===== config.mk =====
export PLATFORM = sky130hd
export DESIGN_NAME = stop_and_wait_sender_rto_top
export DESIGN_NICKNAME = d
export VERILOG_FILES = /design/src/swrto_pkg.sv /design/src/swrto_resp_check.sv /design/src/swrto_estimator.sv /design/src/stop_and_wait_sender_rto_top.sv
export SDC_FILE = /design/constraint.sdc
export NUM_CORES = 1
export LEC_CHECK = 0
export BUFFER_PORTS_ARGS = -buffer_cell sky130_fd_sc_hd__buf_2
export CORE_ASPECT_RATIO = 1.5
export CORE_UTILIZATION = 40
export CTS_CLUSTER_DIAMETER = 80
export DETAILED_ROUTE_END_ITERATION = 8
export PLACE_DENSITY = 0.53
export RECOVER_POWER = 25
export SLEW_MARGIN = 10
export SYNTH_ARGS = -nofsm -noshare
export SYNTH_HDL_FRONTEND = slang
export SYNTH_HIERARCHICAL = 1
export SYNTH_SLANG_ARGS = --single-unit

===== constraint.sdc =====
create_clock -name i_clk -period 13.9 [get_ports i_clk]
set_clock_uncertainty 0.05 [all_clocks]
set_input_delay 2.78 -clock i_clk [delete_from_list [all_inputs] [get_ports i_clk]]
set_output_delay 2.78 -clock i_clk [all_outputs]
set_load 0.005 [all_outputs]

===== src/swrto_pkg.sv =====
// Shared types, codes and flag tables for the stop-and-wait sender.
// No dependencies; imported by the top level and the response checker.
package swrto_pkg;

    // Command codes on the input channel
    typedef enum logic [1:0] {
        CMD_START = 2'd0,
        CMD_TICK  = 2'd1,
        CMD_RESP  = 2'd2
    } t_cmd;

    // Transfer kinds carried with a start command
    typedef enum logic [1:0] {
        KIND_OPEN  = 2'd0,
        KIND_DATA  = 2'd1,
        KIND_FINAL = 2'd2,
        KIND_CLOSE = 2'd3
    } t_kind;

    // Status reported with every result
    typedef enum logic [1:0] {
        STAT_IDLE    = 2'd0,
        STAT_WAIT    = 2'd1,
        STAT_DONE    = 2'd2,
        STAT_GAVE_UP = 2'd3
    } t_status;

    // Header and acknowledge flag bits
    localparam logic [7:0] FLAG_ACK   = 8'h01;
    localparam logic [7:0] FLAG_SYN   = 8'h02;
    localparam logic [7:0] FLAG_DATA  = 8'h04;
    localparam logic [7:0] FLAG_FINAL = 8'h08;
    localparam logic [7:0] FLAG_FIN   = 8'h10;

    localparam logic [15:0] CSUM_GOOD = 16'hFFFF;

    // Reset values of the estimator and the retry limit
    localparam int          EST_RESET   = 8000;
    localparam int          RTO_RESET   = 10000;
    localparam int          RTO_MIN_W   = 14;
    localparam logic [3:0]  LIMIT_RESET = 4'd10;
    localparam logic [3:0]  COUNT_MAX   = 4'd15;

    // Header flags to send for each kind (low five bits of the flag byte)
    function automatic logic [4:0] send_flags(input t_kind kind);
        logic [7:0] f;
        unique case (kind)
            KIND_OPEN:  f = FLAG_SYN;
            KIND_DATA:  f = FLAG_DATA;
            KIND_FINAL: f = FLAG_FINAL;
            KIND_CLOSE: f = FLAG_FIN;
            default:    f = FLAG_SYN;
        endcase
        return f[4:0];
    endfunction

    // Flag byte expected in the acknowledge for each kind
    function automatic logic [7:0] ack_flags(input t_kind kind);
        logic [7:0] f;
        unique case (kind)
            KIND_OPEN:  f = FLAG_SYN | FLAG_ACK;
            KIND_DATA:  f = FLAG_ACK;
            KIND_FINAL: f = FLAG_ACK;
            KIND_CLOSE: f = FLAG_FIN | FLAG_ACK;
            default:    f = FLAG_ACK;
        endcase
        return f;
    endfunction

endpackage


===== src/swrto_resp_check.sv =====
// Response validation: ones' complement checksum, flag byte and sequence byte.
// Depends on swrto_pkg for the acknowledge flag table.
module swrto_resp_check (
    input  logic [47:0]          i_response,
    input  swrto_pkg::t_kind     i_kind,
    input  logic                 i_seq_bit,
    output logic                 o_ok
);
    import swrto_pkg::*;

    logic [17:0] sum_raw;
    logic [16:0] fold_one;
    logic [15:0] fold_two;
    logic [7:0]  flag_byte;
    logic [7:0]  seq_byte;

    // Sum the three words, then fold the carries back in twice
    always_comb begin
        sum_raw   = {2'b00, i_response[47:32]} + {2'b00, i_response[31:16]}
                  + {2'b00, i_response[15:0]};
        fold_one  = {1'b0, sum_raw[15:0]} + {15'd0, sum_raw[17:16]};
        fold_two  = fold_one[15:0] + {15'd0, fold_one[16]};
        flag_byte = i_response[31:24];
        seq_byte  = i_response[23:16];
        o_ok      = (fold_two == CSUM_GOOD) && (flag_byte == ack_flags(i_kind))
                  && (seq_byte == {7'd0, i_seq_bit});
    end

endmodule


===== src/swrto_estimator.sv =====
// Jacobson round-trip estimator update: smoothed estimate x8, deviation x4, RTO.
// Self-contained; widths follow TIME_BITS. Saturates at every stage.
module swrto_estimator #(
    parameter int TIME_BITS = 20
) (
    input  logic [TIME_BITS-1:0] i_sample,
    input  logic [TIME_BITS+2:0] i_est_x8,
    input  logic [TIME_BITS+1:0] i_dev_x4,
    output logic [TIME_BITS+2:0] o_est_x8,
    output logic [TIME_BITS+1:0] o_dev_x4,
    output logic [TIME_BITS-1:0] o_rto
);
    localparam int EST_W = TIME_BITS + 3;
    localparam int DEV_W = TIME_BITS + 2;

    logic [EST_W:0]     est_sum;
    logic [TIME_BITS-1:0] est_whole;
    logic [TIME_BITS-1:0] diff;
    logic [DEV_W:0]     dev_sum;
    logic [DEV_W:0]     rto_sum;

    always_comb begin
        // Estimate: est - est/8 + sample
        est_sum  = {1'b0, i_est_x8 - (i_est_x8 >> 3)} + (EST_W+1)'(i_sample);
        o_est_x8 = est_sum[EST_W] ? '1 : est_sum[EST_W-1:0];
        est_whole = o_est_x8[EST_W-1:3];

        // Deviation: dev - dev/4 + |sample - est|
        diff = (i_sample >= est_whole) ? (i_sample - est_whole) : (est_whole - i_sample);
        dev_sum  = {1'b0, i_dev_x4 - (i_dev_x4 >> 2)} + (DEV_W+1)'(diff);
        o_dev_x4 = dev_sum[DEV_W] ? '1 : dev_sum[DEV_W-1:0];

        // Timeout: est + 4*dev, clipped to the tick range
        rto_sum = (DEV_W+1)'(est_whole) + {1'b0, o_dev_x4};
        o_rto   = (|rto_sum[DEV_W:TIME_BITS]) ? '1 : rto_sum[TIME_BITS-1:0];
    end

endmodule


===== src/stop_and_wait_sender_rto_top.sv =====
// Stop-and-wait sender with Jacobson retransmission timeout.
// An input transfer reaches the result channel through the input register and the result
// register. Throughput: one item per cycle while the result side does not stall; each command
// updates the state in the cycle it leaves the input register, so the next item follows directly.
// Reset (synchronous, active low): idle, sequence bit 0, estimate 8000/8, RTO 10000, limit 10.
// Uses swrto_pkg, swrto_resp_check and swrto_estimator.
module stop_and_wait_sender_rto_top #(
    parameter int TIME_BITS = 20
) (
    input  logic                 i_clk,
    input  logic                 i_rst_n,
    // input channel
    input  logic                 i_in_valid,
    output logic                 o_in_stall,
    input  logic [1:0]           i_cmd,
    input  logic [1:0]           i_kind,
    input  logic [47:0]          i_response,
    // result channel
    output logic                 o_out_valid,
    input  logic                 i_out_stall,
    output logic                 o_send_now,
    output logic [4:0]           o_header_flags,
    output logic                 o_header_seq,
    output logic [1:0]           o_status,
    output logic [TIME_BITS-1:0] o_timeout_now,
    // configuration port
    input  logic                 psel,
    input  logic                 penable,
    input  logic                 pwrite,
    input  logic [2:0]           paddr,
    input  logic [31:0]          pwdata,
    output logic [31:0]          prdata,
    output logic                 pready
);
    import swrto_pkg::*;

    localparam int EST_W = TIME_BITS + 3;
    localparam int DEV_W = TIME_BITS + 2;
    localparam int RTO_W = (TIME_BITS > RTO_MIN_W) ? TIME_BITS : RTO_MIN_W;
    localparam logic [TIME_BITS-1:0] TIME_MAX = '1;
    localparam logic [2:0] ADDR_RETRY_LIMIT = 3'd0;

    // input register
    logic                 r_in_valid;
    logic [1:0]           r_in_cmd;
    t_kind                r_in_kind;
    logic [47:0]          r_in_response;

    // sender state
    logic                 r_seq_bit,    n_seq_bit;
    t_kind                r_active_kind, n_active_kind;
    logic                 r_waiting,    n_waiting;
    logic [TIME_BITS-1:0] r_elapsed,    n_elapsed;
    logic [3:0]           r_send_count, n_send_count;
    logic [3:0]           r_timeout_count, n_timeout_count;
    logic [EST_W-1:0]     r_est_x8,     n_est_x8;
    logic [DEV_W-1:0]     r_dev_x4,     n_dev_x4;
    logic [RTO_W-1:0]     r_rto,        n_rto;
    logic [3:0]           r_retry_limit;

    // result register
    logic                 r_out_valid;
    logic                 r_send_now,   n_send_now;
    logic [4:0]           r_header_flags, n_header_flags;
    logic                 r_header_seq, n_header_seq;
    t_status              r_status,     n_status;
    logic [TIME_BITS-1:0] r_timeout_now;

    logic                 out_free;
    logic                 advance;
    logic                 resp_ok;
    logic [TIME_BITS-1:0] elapsed_inc;
    logic [3:0]           send_inc;
    logic [3:0]           timeout_inc;
    logic                 give_up;
    logic [EST_W-1:0]     est_new;
    logic [DEV_W-1:0]     dev_new;
    logic [TIME_BITS-1:0] rto_new;

    // Handshake: the item in the input register moves on when the result slot is free
    assign out_free   = !r_out_valid || !i_out_stall;
    assign advance    = r_in_valid && out_free;
    assign o_in_stall = r_in_valid && !out_free;

    swrto_resp_check u_resp_check (
        .i_response (r_in_response),
        .i_kind     (r_active_kind),
        .i_seq_bit  (r_seq_bit),
        .o_ok       (resp_ok)
    );

    swrto_estimator #(
        .TIME_BITS (TIME_BITS)
    ) u_estimator (
        .i_sample (r_elapsed),
        .i_est_x8 (r_est_x8),
        .i_dev_x4 (r_dev_x4),
        .o_est_x8 (est_new),
        .o_dev_x4 (dev_new),
        .o_rto    (rto_new)
    );

    // Saturating increments
    assign elapsed_inc = (r_elapsed == TIME_MAX) ? r_elapsed : r_elapsed + 1'b1;
    assign send_inc    = (r_send_count == COUNT_MAX) ? r_send_count : r_send_count + 4'd1;
    assign timeout_inc = (r_timeout_count == COUNT_MAX) ? r_timeout_count
                                                        : r_timeout_count + 4'd1;

    // Give-up decision for a tick that times out
    always_comb begin
        case (r_active_kind) inside
            KIND_DATA, KIND_FINAL: give_up = (r_send_count >= r_retry_limit);
            KIND_CLOSE:            give_up = (timeout_inc >= r_retry_limit);
            default:               give_up = 1'b0;
        endcase
    end

    // Command decode: next state and result
    always_comb begin
        n_seq_bit       = r_seq_bit;
        n_active_kind   = r_active_kind;
        n_waiting       = r_waiting;
        n_elapsed       = r_elapsed;
        n_send_count    = r_send_count;
        n_timeout_count = r_timeout_count;
        n_est_x8        = r_est_x8;
        n_dev_x4        = r_dev_x4;
        n_rto           = r_rto;
        n_send_now      = 1'b0;
        n_header_flags  = 5'd0;
        n_header_seq    = 1'b0;
        n_status        = r_waiting ? STAT_WAIT : STAT_IDLE;

        unique case (r_in_cmd)
            CMD_START: begin
                n_active_kind   = r_in_kind;
                n_waiting       = 1'b1;
                n_elapsed       = '0;
                n_send_count    = 4'd1;
                n_timeout_count = 4'd0;
                n_send_now      = 1'b1;
                n_header_flags  = send_flags(r_in_kind);
                n_header_seq    = r_seq_bit;
                n_status        = STAT_WAIT;
            end
            CMD_TICK: begin
                if (r_waiting) begin
                    n_elapsed = elapsed_inc;
                    if (RTO_W'(elapsed_inc) > r_rto) begin
                        if (r_active_kind == KIND_CLOSE) begin
                            n_timeout_count = timeout_inc;
                        end
                        if (give_up) begin
                            n_waiting = 1'b0;
                            n_status  = STAT_GAVE_UP;
                        end else begin
                            n_elapsed      = '0;
                            n_send_count   = send_inc;
                            n_send_now     = 1'b1;
                            n_header_flags = send_flags(r_active_kind);
                            n_header_seq   = r_seq_bit;
                        end
                    end
                end
            end
            CMD_RESP: begin
                if (r_waiting) begin
                    if (resp_ok) begin
                        n_est_x8  = est_new;
                        n_dev_x4  = dev_new;
                        n_rto     = RTO_W'(rto_new);
                        n_seq_bit = !r_seq_bit;
                        n_waiting = 1'b0;
                        n_status  = STAT_DONE;
                    end else begin
                        // bad response: resend at once
                        n_elapsed      = '0;
                        n_send_count   = send_inc;
                        n_send_now     = 1'b1;
                        n_header_flags = send_flags(r_active_kind);
                        n_header_seq   = r_seq_bit;
                    end
                end
            end
            default: begin
                n_status = r_waiting ? STAT_WAIT : STAT_IDLE;
            end
        endcase
    end

    // Input register: take a transfer whenever the slot is empty or moving on
    always_ff @(posedge i_clk) begin
        if (!i_rst_n) begin
            r_in_valid <= 1'b0;
        end else if (!o_in_stall) begin
            r_in_valid <= i_in_valid;
        end
        if (!o_in_stall && i_in_valid) begin
            r_in_cmd      <= i_cmd;
            r_in_kind     <= t_kind'(i_kind);
            r_in_response <= i_response;
        end
    end

    // Sender state: advance with each processed item
    always_ff @(posedge i_clk) begin
        if (!i_rst_n) begin
            r_seq_bit       <= 1'b0;
            r_active_kind   <= KIND_OPEN;
            r_waiting       <= 1'b0;
            r_elapsed       <= '0;
            r_send_count    <= 4'd0;
            r_timeout_count <= 4'd0;
            r_est_x8        <= EST_W'(EST_RESET);
            r_dev_x4        <= '0;
            r_rto           <= RTO_W'(RTO_RESET);
        end else if (advance) begin
            r_seq_bit       <= n_seq_bit;
            r_active_kind   <= n_active_kind;
            r_waiting       <= n_waiting;
            r_elapsed       <= n_elapsed;
            r_send_count    <= n_send_count;
            r_timeout_count <= n_timeout_count;
            r_est_x8        <= n_est_x8;
            r_dev_x4        <= n_dev_x4;
            r_rto           <= n_rto;
        end
    end

    // Result register: hold while stalled
    always_ff @(posedge i_clk) begin
        if (!i_rst_n) begin
            r_out_valid <= 1'b0;
        end else if (out_free) begin
            r_out_valid <= advance;
        end
        if (advance) begin
            r_send_now     <= n_send_now;
            r_header_flags <= n_header_flags;
            r_header_seq   <= n_header_seq;
            r_status       <= n_status;
            r_timeout_now  <= n_rto[TIME_BITS-1:0];
        end
    end

    assign o_out_valid    = r_out_valid;
    assign o_send_now     = r_send_now;
    assign o_header_flags = r_header_flags;
    assign o_header_seq   = r_header_seq;
    assign o_status       = r_status;
    assign o_timeout_now  = r_timeout_now;

    // Configuration register: write on the access phase
    always_ff @(posedge i_clk) begin
        if (!i_rst_n) begin
            r_retry_limit <= LIMIT_RESET;
        end else if (psel && penable && pwrite && pready && paddr == ADDR_RETRY_LIMIT) begin
            r_retry_limit <= pwdata[3:0];
        end
    end

    assign pready = 1'b1;
    assign prdata = (paddr == ADDR_RETRY_LIMIT) ? {28'd0, r_retry_limit} : 32'd0;

endmodule


Word-level counts from Yosys, hierarchy flattened
Index checks and enable logic that the tools add are counted.
- register bits after elaboration: 184
- bits in latches: 0
- memory bits (writable): 0
- bits in read-only memories: 0
- input bits: 94
- output and inout port bits: 64
- logic and storage cells: 146
- memories: 0
- add/sub/neg operators: 14
- multipliers: 0
- div/mod/pow operators: 0
- order comparisons: 4
- equal/unequal tests: 20
- shift operators: 0
- multiplexer cells: 60
- bitwise operators: 0
- reduce and logical (&&, ||, !) cells: 28
- operators with widths (kind ; count):
    20-bit two-way mux ; 11
    20-bit one-hot mux with 3 select lines ; 1
    4-bit two-way mux ; 11
    5-bit one-hot mux with 4 select lines ; 2
    20-bit subtractor ; 2
    5-bit two-way mux ; 5
    23-bit by 20-bit adder with 24-bit output ; 1
    8-bit one-hot mux with 3 select lines ; 1
    20-bit by 22-bit adder with 23-bit output ; 1
    22-bit by 20-bit adder with 23-bit output ; 1
    23-bit two-way mux ; 1
    23-bit by 20-bit subtractor with 23-bit output ; 1
    22-bit two-way mux ; 1
    22-bit by 20-bit subtractor with 22-bit output ; 1
    20-bit by 1-bit adder with 20-bit output, second input constant ; 1
    20-bit equality test, second input constant ; 1
    20-bit greater-or-equal comparator ; 1
    20-bit greater-than comparator ; 1
    18-bit by 16-bit adder with 18-bit output ; 1
    16-bit by 16-bit adder with 17-bit output ; 1
    16-bit by 2-bit adder with 17-bit output ; 1
    16-bit by 1-bit adder with 16-bit output ; 1
    16-bit equality test, second input constant ; 1
    1-bit two-way mux ; 15
    27 further kinds ; 62

Longest topological paths before layout
- depth after elaboration: 13
- depth in mapped cells: 59
- gate-level depth less buffers: 54

Modules after synthesis
The synthesis kept the hierarchy.
- by module, submodules not included (module ; instances ; cells an instance ; area each (µm²) ; seq. area each (µm²)):
    stop_and_wait_sender_rto_top ; 1 ; 811 ; 8236.6 ; 4464.3
    swrto_estimator ; 1 ; 1066 ; 7373.3 ; 0.0
    swrto_resp_check ; 1 ; 228 ; 1919.3 ; 0.0

Worst setup path before layout
Ideal clock, no wire load.
- path type: flip-flop to flip-flop
- from: reg r_est_x8[5]
- to: reg r_timeout_now[1] (netlist: o_timeout_now[1]) (data pin)
- arrival: 11.253 ns
- required time: 13.590 ns
- path slack: 2.337 ns
- stages on the path, launching flop included: 57
- path buffers: 6
- cells stage by stage: dfxtp_1 inv_1 ha_1 o211ai_2 a21oi_2 o41a_1 o31ai_4 or2b_1 a21oi_1 xnor2_1 ha_1 nand4_1 inv_1 a21oi_1 o311a_1 nor3_1 a311oi_1 o21bai_1 (+21 left out) o31ai_1 nand3_1 clkbuf_1 buf_1 nand2_1 ha_1 or2_2 a21oi_1 o31a_1 o21ai_1 nand4_1 a31oi_1 nand4b_1 o211ai_1 o211ai_1 buf_2 or2_1 mux2_2
- longest elaborated chain between the ends: 13
- elaborated cells on any way between the ends: 15
- ends and longest elaborated chain (item ; RTL line ; RTL):
    from (decl) ; stop_and_wait_sender_rto_top.sv:56 ; logic [EST_W-1:0] r_est_x8, n_est_x8;
    from (signal assigned) ; stop_and_wait_sender_rto_top.sv:214 ; r_est_x8 <= EST_W'(EST_RESET);
    from (signal assigned) ; stop_and_wait_sender_rto_top.sv:224 ; r_est_x8 <= n_est_x8;
    23-bit by 20-bit subtractor with 23-bit output (*) ; swrto_estimator.sv:24 ; est_sum = {1'b0, i_est_x8 - (i_est_x8 >> 3)} + (EST_W+1)'(i_sample);
    23-bit by 20-bit adder with 24-bit output (*) ; swrto_estimator.sv:24 ;
    23-bit two-way mux (*) ; swrto_estimator.sv:25 ; o_est_x8 = est_sum[EST_W] ? '1 : est_sum[EST_W-1:0];
    net est_new[7] ; stop_and_wait_sender_rto_top.sv:76 ; logic [EST_W-1:0] est_new;
    20-bit subtractor or 20-bit greater-or-equal comparator (tied branches) ; swrto_estimator.sv:29 ; diff = (i_sample >= est_whole) ? (i_sample - est_whole) : (est_whole - i_sample);
    20-bit two-way mux (*) ; swrto_estimator.sv:29 ;
    22-bit by 20-bit adder with 23-bit output (*) ; swrto_estimator.sv:30 ; dev_sum = {1'b0, i_dev_x4 - (i_dev_x4 >> 2)} + (DEV_W+1)'(diff);
    22-bit two-way mux (*) ; swrto_estimator.sv:31 ; o_dev_x4 = dev_sum[DEV_W] ? '1 : dev_sum[DEV_W-1:0];
    net dev_new[5] ; stop_and_wait_sender_rto_top.sv:77 ; logic [DEV_W-1:0] dev_new;
    20-bit by 22-bit adder with 23-bit output (*) ; swrto_estimator.sv:34 ; rto_sum = (DEV_W+1)'(est_whole) + {1'b0, o_dev_x4};
    3-bit OR reduction (*) ; swrto_estimator.sv:35 ; o_rto = (|rto_sum[DEV_W:TIME_BITS]) ? '1 : rto_sum[TIME_BITS-1:0];
    20-bit two-way mux (*) ; swrto_estimator.sv:35 ;
    net rto_new[1] ; stop_and_wait_sender_rto_top.sv:78 ; logic [TIME_BITS-1:0] rto_new;
    20-bit two-way mux (*) ; stop_and_wait_sender_rto_top.sv:168 ; if (resp_ok) begin
    20-bit two-way mux (*) ; stop_and_wait_sender_rto_top.sv:167 ; if (r_waiting) begin
    20-bit two-way mux (*) ; stop_and_wait_sender_rto_top.sv:134 ; unique case (r_in_cmd)
    net n_rto[1] ; stop_and_wait_sender_rto_top.sv:58 ; logic [RTO_W-1:0] r_rto, n_rto;
    to (signal assigned) ; stop_and_wait_sender_rto_top.sv:242 ; r_timeout_now <= n_rto[TIME_BITS-1:0];
    to (decl) ; stop_and_wait_sender_rto_top.sv:67 ; logic [TIME_BITS-1:0] r_timeout_now;
The timed path passes the listed nets; every way through them passes the cells marked *.
A chain may end at the register's enable or synchronous reset.

Worst setup path in the final report
- from: reg r_est_x8[5]
- to: reg r_timeout_now[18] (netlist: o_timeout_now[18]) (data pin)
- longest elaborated chain between the ends: 13
- elaborated cells on any way between the ends: 15
- ends and longest elaborated chain (item ; RTL line):
    23-bit by 20-bit subtractor with 23-bit output (*) ; swrto_estimator.sv:24
    23-bit by 20-bit adder with 24-bit output (*) ; swrto_estimator.sv:24
    23-bit two-way mux (*) ; swrto_estimator.sv:25
    net est_new[7] ; stop_and_wait_sender_rto_top.sv:76
    20-bit subtractor or 20-bit greater-or-equal comparator (tied branches) ; swrto_estimator.sv:29
    20-bit two-way mux (*) ; swrto_estimator.sv:29
    22-bit by 20-bit adder with 23-bit output (*) ; swrto_estimator.sv:30
    22-bit two-way mux (*) ; swrto_estimator.sv:31
    net dev_new[0] ; stop_and_wait_sender_rto_top.sv:77
    20-bit by 22-bit adder with 23-bit output (*) ; swrto_estimator.sv:34
    3-bit OR reduction ; swrto_estimator.sv:35
    20-bit two-way mux (*) ; swrto_estimator.sv:35
    net rto_new[18] ; stop_and_wait_sender_rto_top.sv:78
    20-bit two-way mux (*) ; stop_and_wait_sender_rto_top.sv:168
    20-bit two-way mux (*) ; stop_and_wait_sender_rto_top.sv:167
    20-bit two-way mux (*) ; stop_and_wait_sender_rto_top.sv:134
    net n_rto[18] ; stop_and_wait_sender_rto_top.sv:58
Marked as above.

==> impl_metrics.prom <==
# TYPE chip_impl_metric gauge
chip_impl_metric{name="cp.arrival",unit="ps"} 13160
chip_impl_metric{name="vias_per_cell",unit=""} 5.48
chip_impl_info{name="synth.top_cells.by_count",value="sky130_fd_sc_hd__nand2_1 (246), sky130_fd_sc_hd__a21oi_1 (217), sky130_fd_sc_hd__ha_1 (199)"} 1
chip_impl_info{name="outcome",value="finished, violations left"} 1
chip_impl_metric{name="clk_pin_slew_worst_paths",unit="ps"} 70
chip_impl_info{name="yosysTopAreaCell",value="sky130_fd_sc_hd__ha_1"} 1
chip_impl_metric{name="postSynthCellCount",unit=""} 2105
chip_impl_info{name="main_flop_type_after_synthesis",value="sky130_fd_sc_hd__dfxtp_1"} 1
chip_impl_metric{name="power_report.internal_total",unit="uW"} 931
chip_impl_metric{name="synthesis.area",unit="um^2"} 17500
chip_impl_metric{name="cts-buffers-inserted",unit=""} 17
chip_impl_metric{name="finalWeightedCongestion",unit=""} 0.891
chip_impl_metric{name="timing.slew.headroom",unit=""} -0.354
chip_impl_metric{name="drc",unit=""} 0
chip_impl_metric{name="syn-mean-instance-area",unit="um^2"} 8.33
chip_impl_metric{name="antennaDiodeCount",unit=""} 0
chip_impl_metric{name="grt_antenna_before_repair",unit=""} 0
chip_impl_metric{name="pwr-share-comb",unit=""} 0.184
chip_impl_info{name="cts.root.buffer_cell",value="sky130_fd_sc_hd__clkbuf_16"} 1
chip_impl_metric{name="detailedRoute.firstIterationViolations",unit=""} 758
chip_impl_metric{name="detailed_place_hpwl",unit="um"} 39800
chip_impl_metric{name="final.fill_count",unit=""} 4393
chip_impl_metric{name="sequential_element_share_of_the_synthesized_area",unit=""} 0.255
chip_impl_metric{name="synth.area.mux_share",unit=""} 0.0269
chip_impl_metric{name="switching_power",unit="uW"} 397
chip_impl_metric{name="ys_seq_elements",unit=""} 183
chip_impl_metric{name="share_of_cells_above_drive_strength_1",unit=""} 0.100
chip_impl_metric{name="worstPathRequired",unit="ps"} 14040
chip_impl_metric{name="drt_first_pass_iters",unit=""} 5
chip_impl_metric{name="critical_path.max_stage_delay",unit="ps"} 450
chip_impl_metric{name="vdd_drop_max",unit="mV"} 0.0845
chip_impl_metric{name="grt_overflow_total",unit=""} 0
chip_impl_metric{name="htreeDepth",unit=""} 4
chip_impl_info{name="failed_checks",value="capacitance limit, slew limit"} 1
chip_impl_metric{name="setup-violations-final",unit=""} 0
chip_impl_metric{name="synth-xor-area-share",unit=""} 0.0650
chip_impl_metric{name="rows",unit=""} 93
chip_impl_metric{name="worstPathBufferInverterCount",unit=""} 5
chip_impl_info{name="critical_path.top_delay_family",value="compound AO/OA/AOI/OAI gates"} 1
chip_impl_metric{name="die_height",unit="um"} 258
chip_impl_metric{name="power_switching_share",unit=""} 0.299
chip_impl_info{name="post-synth-top-count-cell",value="sky130_fd_sc_hd__nand2_1"} 1
chip_impl_metric{name="max_capacitance_violation_total",unit=""} 1
chip_impl_metric{name="grt_first_pass_wirelength",unit="um"} 78600
chip_impl_metric{name="floorplan.die.width",unit="um"} 173
chip_impl_metric{name="placement.io_buffers",unit=""} 99
chip_impl_metric{name="report.final.hold_viol_count",unit=""} 0
chip_impl_metric{name="core_area",unit="um^2"} 43100
chip_impl_metric{name="grt_max_degree",unit=""} 53
chip_impl_metric{name="leakage",unit="uW"} 0.00820
chip_impl_metric{name="seq_power_share",unit=""} 0.438
chip_impl_metric{name="synthDistinctLibCells",unit=""} 105
chip_impl_info{name="cts_tree",value="yes"} 1
chip_impl_metric{name="worst_skew_pair_later_pin_latency",unit="ps"} 450
chip_impl_info{name="critical-path-slowest-cell",value="sky130_fd_sc_hd__ha_1"} 1
chip_impl_info{name="end_kind",value="register"} 1
chip_impl_info{name="path_class_of_the_lowest_slack_min_delay_path",value="register to register"} 1
chip_impl_metric{name="routed_wirelength",unit="um"} 49500
chip_impl_metric{name="synth-warning-count",unit=""} 6
chip_impl_metric{name="power_density",unit="nW/um^2"} 69.7
chip_impl_metric{name="area_growth_syn_to_layout",unit="%"} 8.69
chip_impl_metric{name="synth_enable_flop_cells",unit=""} 80
chip_impl_metric{name="yosysTopAreaCellShare",unit=""} 0.142
chip_impl_metric{name="async_flop_share",unit=""} 0
chip_impl_metric{name="cts-root-to-sink-buffers",unit=""} 2
chip_impl_metric{name="fmax",unit="GHz"} 0.0768
chip_impl_metric{name="via_count_of_the_first_global_routing_pass",unit=""} 15000
chip_impl_metric{name="final_period_minus_worst_setup_slack",unit="ps"} 13020
chip_impl_metric{name="dr_total_vias",unit=""} 15100
chip_impl_metric{name="report.final.slew_viol_count",unit=""} 37
chip_impl_metric{name="antenna_violating_nets_post_route",unit=""} 0
chip_impl_info{name="synth_top_family_by_area",value="compound AO/OA/AOI/OAI gates"} 1
chip_impl_metric{name="ios",unit=""} 158
chip_impl_metric{name="worst-slew-pin-transition",unit="ps"} 2030
chip_impl_metric{name="timing.hold.ws",unit="ps"} 413
chip_impl_metric{name="post-cts-setup-buffer-count",unit=""} 0
chip_impl_metric{name="fin_util",unit=""} 0.443
chip_impl_metric{name="compound_cell_area_share_of_the_yosys_netlist",unit=""} 0.220
chip_impl_metric{name="yosys.area_share.simple",unit=""} 0.202
chip_impl_metric{name="gr-usage-all-layers",unit=""} 0.222
chip_impl_info{name="timing.critical_path.mode_cell",value="sky130_fd_sc_hd__a21oi_1"} 1
chip_impl_metric{name="fp.dieArea",unit="um^2"} 44700
chip_impl_metric{name="post_detailed_route_wirelength_per_cell",unit="um"} 18.0
chip_impl_metric{name="nets",unit=""} 2489
chip_impl_metric{name="post-route-period-util",unit=""} 0.937
chip_impl_info{name="critPathLaunchType",value="register"} 1
chip_impl_metric{name="post_synth_fa_ha_maj_area_fraction",unit=""} 0.171
chip_impl_metric{name="critical_path_peak_fanout",unit=""} 20
chip_impl_metric{name="number_of_sinks_driven_by_the_clock_tree",unit=""} 183
chip_impl_metric{name="power.clock.fraction",unit=""} 0.378
chip_impl_info{name="post_synth_main_area_contributors",value="sky130_fd_sc_hd__ha_1 (14%), sky130_fd_sc_hd__edfxtp_1 (14%), sky130_fd_sc_hd__dfxtp_1 (12%)"} 1
chip_impl_metric{name="start_util",unit=""} 0.407
chip_impl_info{name="timing.setup.critical_path_class",value="register to register"} 1
[power by group through the flow]
stage / logic [uW] / clock network [uW] / registers, uW
floorplan: 187 / 0 / 594
global placement: 240 / 0 / 595
detailed placement: 242 / 0 / 595
CTS: 244 / 517 / 583
global route: 271 / 538 / 584
finish: 244 / 502 / 582
[state kept, by name, indices dropped and copies added, names as in the netlist, 2 cells and up]
signal,flops
r_in_cmd,2
r_retry_limit,4
r_in_response,48
r_est_x8,23
o_status,2
o_header_flags,4
r_rto,20
r_send_count,4
r_dev_x4,22
o_timeout_now,20
r_elapsed,20
r_in_kind,2
r_active_kind,2
r_timeout_count,4
[placed cells by master, fill, tap and decap left out, types with 21 or more instances in the layout]
cell type                  synthesis  final
sky130_fd_sc_hd__xnor2_1          86     86
sky130_fd_sc_hd__o21a_1           29     29
sky130_fd_sc_hd__fa_1             25     25
sky130_fd_sc_hd__edfxtp_1         80     80
sky130_fd_sc_hd__buf_2             9     97
sky130_fd_sc_hd__a31oi_1          21     21
sky130_fd_sc_hd__a21o_1           62     62
sky130_fd_sc_hd__dfxtp_1         103    103
sky130_fd_sc_hd__o21ai_0          75     75
sky130_fd_sc_hd__o211ai_1         27     27
sky130_fd_sc_hd__mux2_2           24     24
sky130_fd_sc_hd__a21oi_1         217    217
sky130_fd_sc_hd__xor2_1           44     44
sky130_fd_sc_hd__nand2b_1         47     46
sky130_fd_sc_hd__nand3_1          57     56
sky130_fd_sc_hd__ha_1            199    199
sky130_fd_sc_hd__nor2_1          132    132
sky130_fd_sc_hd__or2_1            23     23
sky130_fd_sc_hd__o21bai_1         31     31
sky130_fd_sc_hd__inv_1           140    140
sky130_fd_sc_hd__nand2_1         246    246
sky130_fd_sc_hd__conb_1            2     30
sky130_fd_sc_hd__nor3_1           33     33
[cell type report]
class / instances / area, um^2 / area share
Tap cell: 570 / 713 / 0.0374
Sequential cell: 183 / 4460 / 0.234
Timing Repair Buffer: 114 / 602 / 0.0316
Clock inverter: 14 / 158 / 0.00827
Clock buffer: 18 / 439 / 0.0230
Multi-Input combinational cell: 1714 / 12100 / 0.638
Inverter: 141 / 529 / 0.0278
[metal layers]
layer  vias to the layer above  track usage  part of all wire
li1                       7607            -                 -
met1                      7137        0.237              0.40
met2                       269        0.442              0.55
met3                        79       0.0219             0.022
met4                         0       0.0880             0.032
met5                         -            0                 0
[tightest hold or removal path: stages, from the launching register on]
cell and delay [ps]:
sky130_fd_sc_hd__dfxtp_1 310, sky130_fd_sc_hd__nand2_1 50, sky130_fd_sc_hd__a21oi_1 50
[what timing repair did]
item,CTS,global route
endpoints found under the setup margin,0,40
resized for setup,0,4
hold buffers,0,0
[logic make-up (layout without fill, tap and decap cells)]
group                      Yosys count  in the layout
DFF                                183            183
and+or+nand+nor                    700            700
buffers and inverters              236            287
muxes                               44             44
xor gates and xnor gates           130            130
adders and majority gates          224            224
AOI/OAI and AO/OA                  586            586
other                                2             30
[metrics by stage]
step | TNS [ps] | std cells | worst slack (ps) | instance area [um^2] | power (uW)
final | 0 | 2754 | 879 | 19100 | 1330
after detailed placement | 0 | 2722 | 564 | 18400 | 837
after global routing | -5.25 | 2754 | -5.25 | 19100 | 1390
after CTS | 0 | 2754 | 475 | 19000 | 1340
after global placement | 0 | 2722 | 690 | 18400 | 835
after floorplan | 0 | 2133 | 2340 | 17600 | 781
[worst paths after layout]
kind	start	endpoint	slack (ps)	cells past startpoint
worst max register to register	r_est_x8[5]	o_timeout_now[18]	880	52
worst min register to register	r_dev_x4[0]	r_dev_x4[0]	410	2
worst min-delay path	r_dev_x4[0]	r_dev_x4[0]	410	2
worst max-delay path	r_est_x8[5]	o_timeout_now[18]	880	52
Note: power is estimated with default switching activity, not from simulation.
